## src/hw/rtl/vcmq_pkg.sv

```systemverilog
package vcmq_pkg;

  localparam int unsigned NumRegs = 6;
  localparam int unsigned CfgIndexWidth = 3;
  localparam int unsigned CfgDataWidth = 22;
  localparam int unsigned SumWidth = 22;

  typedef enum logic [CfgIndexWidth-1:0] {
    REG_IMAGE_WIDTH   = 3'd0,
    REG_IMAGE_HEIGHT  = 3'd1,
    REG_FILTER_WIDTH  = 3'd2,
    REG_FILTER_HEIGHT = 3'd3,
    REG_CLAMP_LOW     = 3'd4,
    REG_CLAMP_HIGH    = 3'd5
  } reg_index_t;

  localparam logic [CfgIndexWidth-1:0] FirstClampReg = 3'd4;
  localparam logic [7:0] FullScale = 8'd255;

  // Window product row handed along the cell chain
  typedef struct packed {
    logic [SumWidth-1:0] sum;
  } cell_data_t;

endpackage

```

## src/hw/rtl/vcmq_cell.sv

```systemverilog
// One multiply-accumulate cell: adds pixel * weight (zero when not active) to the partial
// sum arriving from its left neighbor and registers the result while enabled.
module vcmq_cell (
  input  logic                           clk,
  input  logic                           en,
  input  logic [7:0]                     pixel,
  input  logic [7:0]                     weight,
  input  logic                           active,
  input  vcmq_pkg::cell_data_t           sum_in,
  output vcmq_pkg::cell_data_t           sum_out
);
  logic [15:0] prod;
  assign prod = active ? pixel * weight : 16'd0;

  always_ff @(posedge clk) begin
    if (en) begin
      sum_out.sum <= sum_in.sum + vcmq_pkg::SumWidth'(prod);
    end
  end
endmodule

```

## config.mk

```make
export PLATFORM = sky130hd
export DESIGN_NAME = vcmq_cell
export DESIGN_NICKNAME = d
export VERILOG_FILES = /design/src/hw/rtl/vcmq_pkg.sv /design/src/hw/rtl/vcmq_cell.sv
export SDC_FILE = /design/constraint.sdc
export NUM_CORES = 1
export LEC_CHECK = 0
export BUFFER_PORTS_ARGS = -buffer_cell sky130_fd_sc_hd__buf_4
export CAP_MARGIN = 40
export CORE_AREA = 2 2 91 101
export DETAILED_ROUTE_END_ITERATION = 12
export DIE_AREA = 0 0 93 103
export PLACE_DENSITY = 0.71
export SYNTH_ARGS = -nofsm -noshare
export SYNTH_HDL_FRONTEND = slang
export SYNTH_SLANG_ARGS = --single-unit
```

## constraint.sdc

```tcl
create_clock -name clk -period 12.65 [get_ports clk]
set_clock_uncertainty 0.2 [all_clocks]
set_input_delay 2.53 -clock clk [delete_from_list [all_inputs] [get_ports clk]]
set_output_delay 2.53 -clock clk [all_outputs]
set_load 0.05 [all_outputs]
```

**Word level (Yosys, flattened, before mapping)**

Cells that the tools add are included.

- Add/sub/neg operators: 1
- $mul: 1
- Mux-type cells: 1

Operator list:

| kind | number |
|---|---|
| 22-bit by 16-bit adder with 22-bit output | 1 |
| 8-bit by 8-bit multiplier with 16-bit output | 1 |
| 16-bit 2-to-1 mux | 1 |

- Register bits after elaboration: 22
- Input port bits: 41

**Depth between registers and ports, before layout**

- Depth after elaboration: 3
- Mapped depth: 22
- Depth with buffers taken out: 21

**Worst setup path after synthesis**

No wires, ideal clock.

- Path kind: in2reg
- Start: in pixel[2]
- End: reg sum_out[17] (netlist bit) (data pin)
- Setup time: 0.281 ns
- Data arrival time: 7.237 ns
- Path slack: 4.931 ns
- Stages: 20
- Buffers on the path: 1
- Path through: and2_1 -> fa_1 -> fa_1 -> fa_1 -> inv_1 -> fa_1 -> inv_1 -> ha_1 -> a21oi_1 -> nor2_1 -> a2111oi_0 -> a21oi_1 -> mux2i_1 -> ha_1 -> buf_6 -> a21o_1 -> a21oi_1 -> o21ai_0 -> a221oi_1 -> o311ai_0

- Longest elaborated chain between the ends: 3

RTL lines:

| element | line | source |
|---|---|---|
| from (decl) | vcmq_cell.sv:6 | `input logic [7:0] pixel,` |
| 8-bit by 8-bit multiplier with 16-bit output | vcmq_cell.sv:13 | `assign prod = active ? pixel * weight : 16'd0;` |
| 16-bit 2-to-1 mux | vcmq_cell.sv:13 |  |
| 22-bit by 16-bit adder with 22-bit output | vcmq_cell.sv:17 | `sum_out.sum <= sum_in.sum + vcmq_pkg::SumWidth'(prod);` |
| to (decl) | vcmq_cell.sv:10 | `output vcmq_pkg::cell_data_t sum_out` |

Every way passes these cells.
A chain may end at the register's enable or synchronous reset.

**Final worst setup path**

Ends and elaborated chain as after synthesis.

==> impl_metrics.tcl <==
set metrics [dict create \
    vias 3520 \
    arrival_ns 7.88 \
    start_util_pct 48.4 \
    cts_tree "built" \
    largest_register_ffs 22 \
    first_global_vias 3411 \
    vias_per_cell 5.48 \
    area_growth_pct 14.1 \
    period_share_pct 64.1 \
    syn_nets 603 \
    wl_mm 8.88 \
    grt.busiest_layer "met2" \
    antenna_found_initial 0 \
    drv_cap 0 \
    root_buffer "clkbuf_8" \
    grt_use_met3_pct 1.17 \
    seq_area_um2 661 \
    die_area_mm2 0.00958 \
    crit_fanout 10 \
    clk_pin_slew_ns 0.06 \
    drtPass1Iterations 4 \
    place_ws_ns 4.29 \
    die_height_um 103 \
    use_met2_pct 36.0 \
    globalplace.congestion 0.907 \
    avgSynthCellArea_um2 8.85 \
    fmax_mhz 123 \
    drtAntennaViolNets 0 \
    worstMarginPinSlew_ns 0.491 \
    rows 36 \
    cts_made_buffers 3 \
    drc 0 \
    regMostFlops "sum_out" \
    fill_cells 841 \
    timing.final.ws_setup_ns 4.54 \
    postPlaceCellArea_mm2 0.00474 \
    grt_start_max_net_pins 23 \
    ys_seq_area_share_pct 15.8 \
    top_regs "sum_out (22)" \
    start_kind "input pin" \
    syn-cell-area_mm2 0.00419 \
    worstSetupPathType "input pin to register" \
    vdd_drop_max_mv 0.0686 \
    drtIter0Drc 116 \
    grt_util_met1_pct 24.9 \
    io_buffers 62 \
    grt_overflow 0 \
    grt_first_pass_wirelength_mm 15.4 \
    postCtsResizedCells 0 \
    synth-seq-cells 22 \
    ys.flop_type "edfxtp_1" \
    htree_levels 1 \
    netlist_top_cells_area "fa_1 (18%), edfxtp_1 (16%), ha_1 (16%), and2_1 (9.3%), inv_1 (5.4%)" \
    synth_cells 473 \
    synth_cell_types 62 \
    setup-tns-final_ns 0 \
    rsz0062_at_grt "false" \
    crit_required_ns 12.42 \
    min_path_type "input pin to register" \
    yosys_warnings 0 \
    p_leak_nw 2.25 \
    p_per_area_mw_per_mm2 178 \
    hold_buffers 0 \
    post_cts_buffers 0 \
    slew_viol_final 0 \
    track_usage_pct 19.7 \
    dp_hpwl_mm 7.62 \
    setup_viol 0 \
    period_needed_ns 8.11 \
    wl_per_cell_um 13.8 \
    core_area_mm2 0.00865 \
    diodes 0 \
    outcome "finished, final reports clean" \
    pin_count 63 \
    nets 660 \
    synth_edf_count 22 \
    die_w_um 93 \
    maxSlewHeadroom_pct 67.0 \
    place_inst 639 \
    synth_top_area_share_pct 17.7 \
    setup.worst_path.end_class "register" \
    async_flop_share_pct 0 \
    clock_sinks 22 \
    hold_viol 0 \
    fin_cells 642 \
    clockBufferDepth 2 \
    yosys.area.top_type "fa_1" \
    drive_above_1_share_pct 14.8 \
    final_area_mm2 0.00478 \
    multi_input_area_mm2 0.00324 \
]
-- cell type report --
cell class | count | area share (%)
Timing Repair Buffer | 62 | 9.74
Inverter | 60 | 4.71
Clock buffer | 3 | 0.864
Tap cell | 114 | 2.99
Sequential cell | 22 | 13.8
Multi-Input combinational cell | 381 | 67.9
-- worst max-delay path, stage by stage --
cell       delay (ns)
buf_4            0.14
and2_1           0.17
fa_1             0.51
fa_1             0.52
fa_1             0.54
inv_1            0.05
fa_1             0.41
inv_1            0.06
ha_1             0.30
a21oi_1          0.33
nor2_1           0.07
a2111oi_0        0.41
a21oi_1          0.15
mux2i_1          0.14
ha_1             0.40
a21o_1           0.25
a21oi_1          0.31
o21ai_0          0.16
a221oi_1         0.24
o311ai_0         0.18
-- per-stage QoR --
step	total power, W	utilization, %	hold WS [ns]
5_1_grt	0.000940	55.2	2.39
6_report	0.000852	55.2	2.40
4_1_cts	0.000851	55.2	2.39
3_3_place_gp	0.000800	54.8	2.65
3_5_place_dp	0.000809	54.8	2.64
2_1_floorplan	0.000667	-	2.44
-- worst paths after layout --
| path | cells after the start | end | from | slack, ns |
|---|---|---|---|---|
| setup / recovery | 20 | sum_out[17]$_DFFE_PP_ | pixel[2] | 4.54 |
| hold / removal | 2 | sum_out[0]$_DFFE_PP_ | sum_in[0] | 2.40 |
-- routing by layer --
metal,share of wire (%),vias up
met1,44,1650
met2,50,95
met3,4.1,12
met4,2.0,0
met5,0,-
li1,-,1763
-- cells by family (layout without fill, tap and decap cells) --
logic type	Yosys count	count (layout)	share of synthesized area (%)
buf+inv	70	125	6.78
mux	4	4	0.956
fa+ha+maj	89	89	33.2
simple gates	181	181	24.0
flops	22	22	15.8
xor+xnor	17	17	3.56
compound gates	90	90	15.7
-- synth_stat cells (2+ instances only) --
cell type / count
nand2_1: 34
nand4_1: 8
mux2i_1: 4
o21a_1: 2
o21ai_0: 18
nand3_1: 10
xor2_1: 7
o211ai_1: 3
nor2_1: 25
a21oi_2: 2
edfxtp_1: 22
nand2b_1: 6
o2bb2ai_1: 2
buf_2: 5
and4_1: 2
inv_1: 60
a31oi_1: 3
ha_1: 52
fa_1: 37
nor3b_1: 2
and3_1: 4
xnor2_1: 10
o31ai_1: 4
or3_1: 3
o21bai_1: 2
a21oi_1: 18
buf_6: 2
and2_1: 62
a221oi_1: 3
clkbuf_1: 3
nor3_1: 11
a211oi_1: 8
a21o_1: 10
-- power breakdown --
part	switching, W	internal (W)
Clock	0.0000167	0.0000211
Combinational	0.000417	0.000268
Sequential	0.00000571	0.000123
-- placed cells by master (no fill, tap or decap), types with 11 or more instances in the layout --
cell | Yosys | final
and2_1 | 62 | 62
fa_1 | 37 | 37
nand2_1 | 34 | 34
nor3_1 | 11 | 11
a21oi_1 | 18 | 18
buf_4 | 0 | 62
o21ai_0 | 18 | 18
inv_1 | 60 | 60
ha_1 | 52 | 52
nor2_1 | 25 | 25
edfxtp_1 | 22 | 22
(Power assumes the default switching activity.)
