File: config.mk
export PLATFORM = sky130hd
export DESIGN_NAME = vcmq_divider
export DESIGN_NICKNAME = d
export VERILOG_FILES = /design/src/hw/rtl/vcmq_divider.sv
export SDC_FILE = /design/constraint.sdc
export NUM_CORES = 1
export LEC_CHECK = 0
export ABC_AREA = 1
export ABC_CLOCK_PERIOD_IN_PS = 5210
export BUFFER_PORTS_ARGS = -buffer_cell sky130_fd_sc_hd__buf_2
export CAP_MARGIN = 20
export CELL_PAD_IN_SITES_DETAIL_PLACEMENT = 2
export CELL_PAD_IN_SITES_GLOBAL_PLACEMENT = 2
export CORE_ASPECT_RATIO = 0.75
export CORE_UTILIZATION = 25
export DETAILED_ROUTE_END_ITERATION = 10
export GPL_TIMING_DRIVEN = 1
export PLACE_DENSITY = 0.72
export SLEW_MARGIN = 5
export SYNTH_ARGS = -nofsm -noshare
export SYNTH_HDL_FRONTEND = slang
export SYNTH_SLANG_ARGS = --single-unit
File: constraint.sdc
create_clock -name clk -period 5.21 [get_ports clk]
set_input_delay 0.7815 -clock clk [delete_from_list [all_inputs] [get_ports clk]]
set_output_delay 0.7815 -clock clk [all_outputs]
set_load 0.005 [all_outputs]
File: src/hw/rtl/vcmq_divider.sv
// Restoring divider, one quotient bit per cycle: q = num / den
module vcmq_divider (
  input  logic        clk,
  input  logic        rst,
  input  logic        start,
  input  logic [29:0] num,
  input  logic [21:0] den,
  output logic        busy,
  output logic        done,
  output logic [7:0]  quo
);
  logic [29:0] rem;
  logic [29:0] dsr;
  logic [4:0]  cnt;
  logic [30:0] trial;

  // quotient is at most 255, so only 8 bits are searched
  assign trial = {1'b0, rem} - ({1'b0, dsr} << cnt[2:0]);

  always_ff @(posedge clk) begin
    if (rst) begin
      busy <= 1'b0;
      done <= 1'b0;
      cnt  <= '0;
    end else begin
      done <= 1'b0;
      if (start) begin
        busy <= 1'b1;
        rem  <= num;
        dsr  <= {8'd0, den};
        cnt  <= 5'd7;
        quo  <= '0;
      end else if (busy) begin
        if (!trial[30]) begin
          rem <= trial[29:0];
          quo[cnt[2:0]] <= 1'b1;
        end
        if (cnt == 5'd0) begin
          busy <= 1'b0;
          done <= 1'b1;
        end else begin
          cnt <= cnt - 5'd1;
        end
      end
    end
  end
endmodule

; Yosys cells after proc, flatten, opt, wreduce, memory -nomap -nowiden
; Cells that the tools add are included.
; W data, S select, Z words.
[totals]
output_inout_bits = 10
ff_bits = 67
in_bits = 55
[classes]
bitwise_logic = 4
n_lt_le_gt_ge = 2
n_reduce_logical = 9
eq_ne = 2
n_addsub = 2
n_mux = 14
shifts = 1
[op_table]
columns = cell, n
row1 = $mux W30, 3
row2 = $shl A22 B3 Y31, 1
row3 = $sub A30 B31 Y31, 1
row4 = $mux W8, 2
row5 = $mux W3, 3
row6 = $or A8 B8 Y8, 1
row7 = $reduce_and A2 Y1, 3
row8 = $logic_not A5 Y1, 1
row9 = $mux W1, 5
row10 = $sub A5 B1 Y5 const B, 1
row11 = $lt A3 B4 Y1 const B, 1
row12 = $ne A2 B2 Y1 const B, 2
row13 = $demux W1 S3, 1
row14 = $ge A3 B1 Y1 const B, 1
row15 = $not A1 Y1, 3
row16 = $reduce_and A3 Y1, 1
row17 = $reduce_or A3 Y1, 1
row18 = $reduce_bool A2 Y1, 1
row19 = $reduce_or A2 Y1, 1
row20 = $logic_and A1 B1 Y1, 1

; Logic depth before layout (Yosys ltp)
[logic_depth]
ltp_word = 7
mapped_depth = 20
mapped_depth_nobuf = 20

; Worst setup path after synthesis
; No wires, ideal clock.
[synth_timing]
path_type = input -> register
from = in start
to = reg quo[0] (enable)
arrival_time_ps = 2915
setup_slack_ps = 1899
setup_time_ps = 396
path_stages = 5
cell_sequence = inv_1 > buf_2 > nor2_1 > inv_1 > nand2_1
[synth_via]
elab_chain_cells = 2
[synth_rtl]
columns = item, line
row1 = start: declaration, 5  ; input logic start,
row2 = $ne A2 B2 Y1 (no line) or $reduce_bool A2 Y1 (tied branches), -
row3 = $reduce_and A3 Y1 (no line) (*), -
row4 = end signal: assignment, 32  ; quo <= '0;
row5 = end signal: indexed assignment, 36  ; quo[cnt[2:0]] <= 1'b1;
row6 = end: declaration, 10  ; output logic [7:0] quo
; Every way passes the cells marked *; elsewhere a longest branch is shown, timed or not.
; A chain may end at the register's enable or synchronous reset.

; Worst setup path after layout
[layout_timing]
from = reg cnt[1]
to = reg rem[6] (enable)
[layout_via]
elab_chain_cells = 4
[layout_rtl]
columns = item, line
row1 = start: declaration, 14  ; logic [4:0] cnt;
row2 = start signal: assignment, 42  ; cnt <= cnt - 5'd1;
row3 = $shl A22 B3 Y31, 18  ; assign trial = {1'b0, rem} - ({1'b0, dsr} << cnt[2:0]);
row4 = $sub A30 B31 Y31, 18
row5 = $ne A2 B2 Y1 (no line), -
row6 = $reduce_and A3 Y1 (no line), -
row7 = end signal: assignment, 29  ; rem <= num;
row8 = end signal: assignment, 35  ; rem <= trial[29:0];
row9 = end: declaration, 12  ; logic [29:0] rem;
; No other way between the ends.

==> reports/qor.csv <==
metric,value,unit
gr-total-overflow,0,
r2r_slack,1.02,ns
cts_buffer_depth,2,
ys_seq_elements,67,
io_buffers,64,
yosysMostFrequentCell,nand2_1,
cp_data_required_time,5.21,ns
slowest_delay,0.70,ns
clock_sinks,67,
critPathLaunch,cnt[1],
path_depth,15,
antenna_found_initial,0,
firstDrtPassIters,4,
drv_slew,0,
ctsResizeCount,0,
synth_enable_flop_cells,60,
critPathSlowestCell,inv_1,
numCtsBuffers,9,
clk_pin_slew,0.07,ns
fin_skew,0.0135,ns
syn_area_per_cell,6.68,um2
postCtsSetupBuffers,0,
cts-root-buf,clkbuf_16,
hold_viol,0,
crit_path_max_fanout,29,
rsz0062_at_grt,no,
netlist_top_cells_area,"edfxtp_1, nand2_1, inv_1",
cts_tree,done,
io-pin-count,65,
period_minus_slack,4.19,ns
setup.worst_path.end_class,flop,
synthFlopType,edfxtp_1,
crit_arrival,4.19,ns
p_per_area,363,mW/mm2
ys_warn_count,0,
drc,0,
setup.worst_path.start_class,flop,
synthDistinctLibCells,43,
synth_nets,926,
dieArea,0.0231,mm2
synth_cells,840,
final_core_utilization,29.7,%
cp_cell_sequence,buf_4 -> inv_1 -> o21ai_0 -> nand2_1 -> o21ai_0 -> ha_1 -> nand2_1 -> nor2_2 -> nand2_1 -> o21ai_2 -> nand2_1 -> nand2_1 -> nand2_1 -> nand2_2 -> buf_4,
grt_pass1_wl,33000,um
r2r_end,rem[6],
synth_area,0.00561,mm2
endpoint,rem[6],
gp_congestion,0.828,
initial_utilization,25.5,%
coreArea,0.0221,mm2
register_area,0.00194,mm2
diodes,0,
status,"finished, final reports clean",
r2r_start,cnt[1],
fin_setup_tns,0,ns
holdWs,0.459,ns
worstSkewPairLatency,0.35,ns
crit_family,buffers and inverters,
num-fill-cells,2722,
wl,20600,um
die_h,132,um
min_path_type,flop to flop,
cts_hold_buffers,0,
drt-initial-drc-count,203,
cap_violations,0,
die_x,175,um
final_antenna_net_count,0,
synth_common_cells,"nand2_1, inv_1, nand3_1",
detail_route.vias_per_cell,4.66,
multi_input_area,0.00312,mm2
max_freq,239,MHz
grt_usage,18.5,%
synth_top_area_share,32.1,%
slew_headroom,38.2,%
setup_violations,0,
num_vias,5592,
wire_per_inst,17.2,um
finalNetCount,986,
ff2ff_path_depth,15,
first_global_vias,6182,
final_area,0.00655,mm2
synth_top_area_cell,edfxtp_1,
fp-row-count,47,
grt_max_degree,47,
setup.worst_path.class,flop to flop,
cpMostUsedCell,nand2_1,
drive_gt1_share,14.3,%
dpl.hpwl,16700,um
post-route-period-util,80.5,%
placement.cell_area,0.00625,mm2
worstMarginPinSlew,0.925,ns
ir_worst_vdd,0.152,mV
cp_num_buf_inv,3,
area_delta_synth_final,16.7,%
leakagePower,3.26,nW
ys_seq_area_share,34.6,%
htreeDepth,3,
ys_async_sr_fraction,0,%
[layout by cell type, fill, tap and decap left out, drive strengths merged, types with 4 or more instances in the layout]
cell type	synthesis	layout
clkbuf	10	10
edfxtp	60	60
ha	30	30
nand3b	4	4
inv	116	120
nand2	354	354
dfxtp	7	7
nand4	5	5
mux2i	5	5
o21ai	45	45
nor2	61	61
buf	13	72
xnor2	4	4
or2	7	7
a21oi	31	31
o21bai	4	4
nand3	67	67
[cells by family (layout without fill, tap and decap cells)]
kind of cell | count (synthesis) | count (layout) | synth area share (%)
simple gates | 502 | 502 | 37.6
buf+inv | 139 | 204 | 9.85
compound gates | 92 | 92 | 9.38
flops | 67 | 67 | 34.6
fa+ha+maj | 31 | 31 | 7.04
mux | 5 | 5 | 0.892
xor+xnor | 4 | 4 | 0.624
[per-stage QoR]
step	power, W	cells	setup slack (ns)
2_1_floorplan	0.00143	840	1.90
3_3_place_gp	0.00172	1183	1.27
3_5_place_dp	0.00176	1183	1.10
4_1_cts	0.00241	1199	0.994
5_1_grt	0.00255	1199	0.679
6_report	0.00238	1199	1.02
[layout make-up]
| type | count | share of cell area, % |
|---|---|---|
| inverters | 116 | 6.68 |
| clock buffers | 10 | 3.82 |
| multi-input cells | 634 | 47.7 |
| clock inverters | 6 | 0.783 |
| well taps | 294 | 5.61 |
| flip-flops and latches | 67 | 29.6 |
| repair buffers | 72 | 5.80 |
[sequential cells by signal (all words and copies together), names as in the netlist]
signal,cells
busy,1
quo,8
rem,30
cnt,5
dsr,22
done,1
[worst min path at each step]
stage               startpoint      to  slack [ns]  depth (start not counted)
global placement        cnt[4]  cnt[4]        0.45                          2
floorplan               cnt[4]  cnt[4]        0.43                          2
detailed placement      cnt[4]  cnt[4]        0.46                          2
global route            cnt[4]  cnt[4]        0.50                          2
CTS                     cnt[4]  cnt[4]        0.47                          2
finish                  cnt[4]  cnt[4]        0.46                          2
[power by group]
group / internal [W] / switching [W]
Clock: 0.000360 / 0.000275
Sequential: 0.000660 / 0.0000321
Combinational: 0.000338 / 0.000713
[metal layers]
layer	routed length (um)	vias to the layer above	global-route usage [%]	part of all wire (%)
li1	-	2815	-	-
met3	776	16	2.74	3.8
met2	9530	93	31.0	46
met4	258	0	3.53	1.3
met5	0	-	0	0
met1	10100	2668	25.2	49
[worst reg2reg max path, delay by kind of cell (launching register included)]
kind                       cells  cell delay, ns
adders and majority gates      1            0.38
buffers and inverters          3            1.35
AOI/OAI and AO/OA              3            0.70
DFF                            1            0.30
and+or+nand+nor                8            1.07
Power figures use the tool's default switching activity.
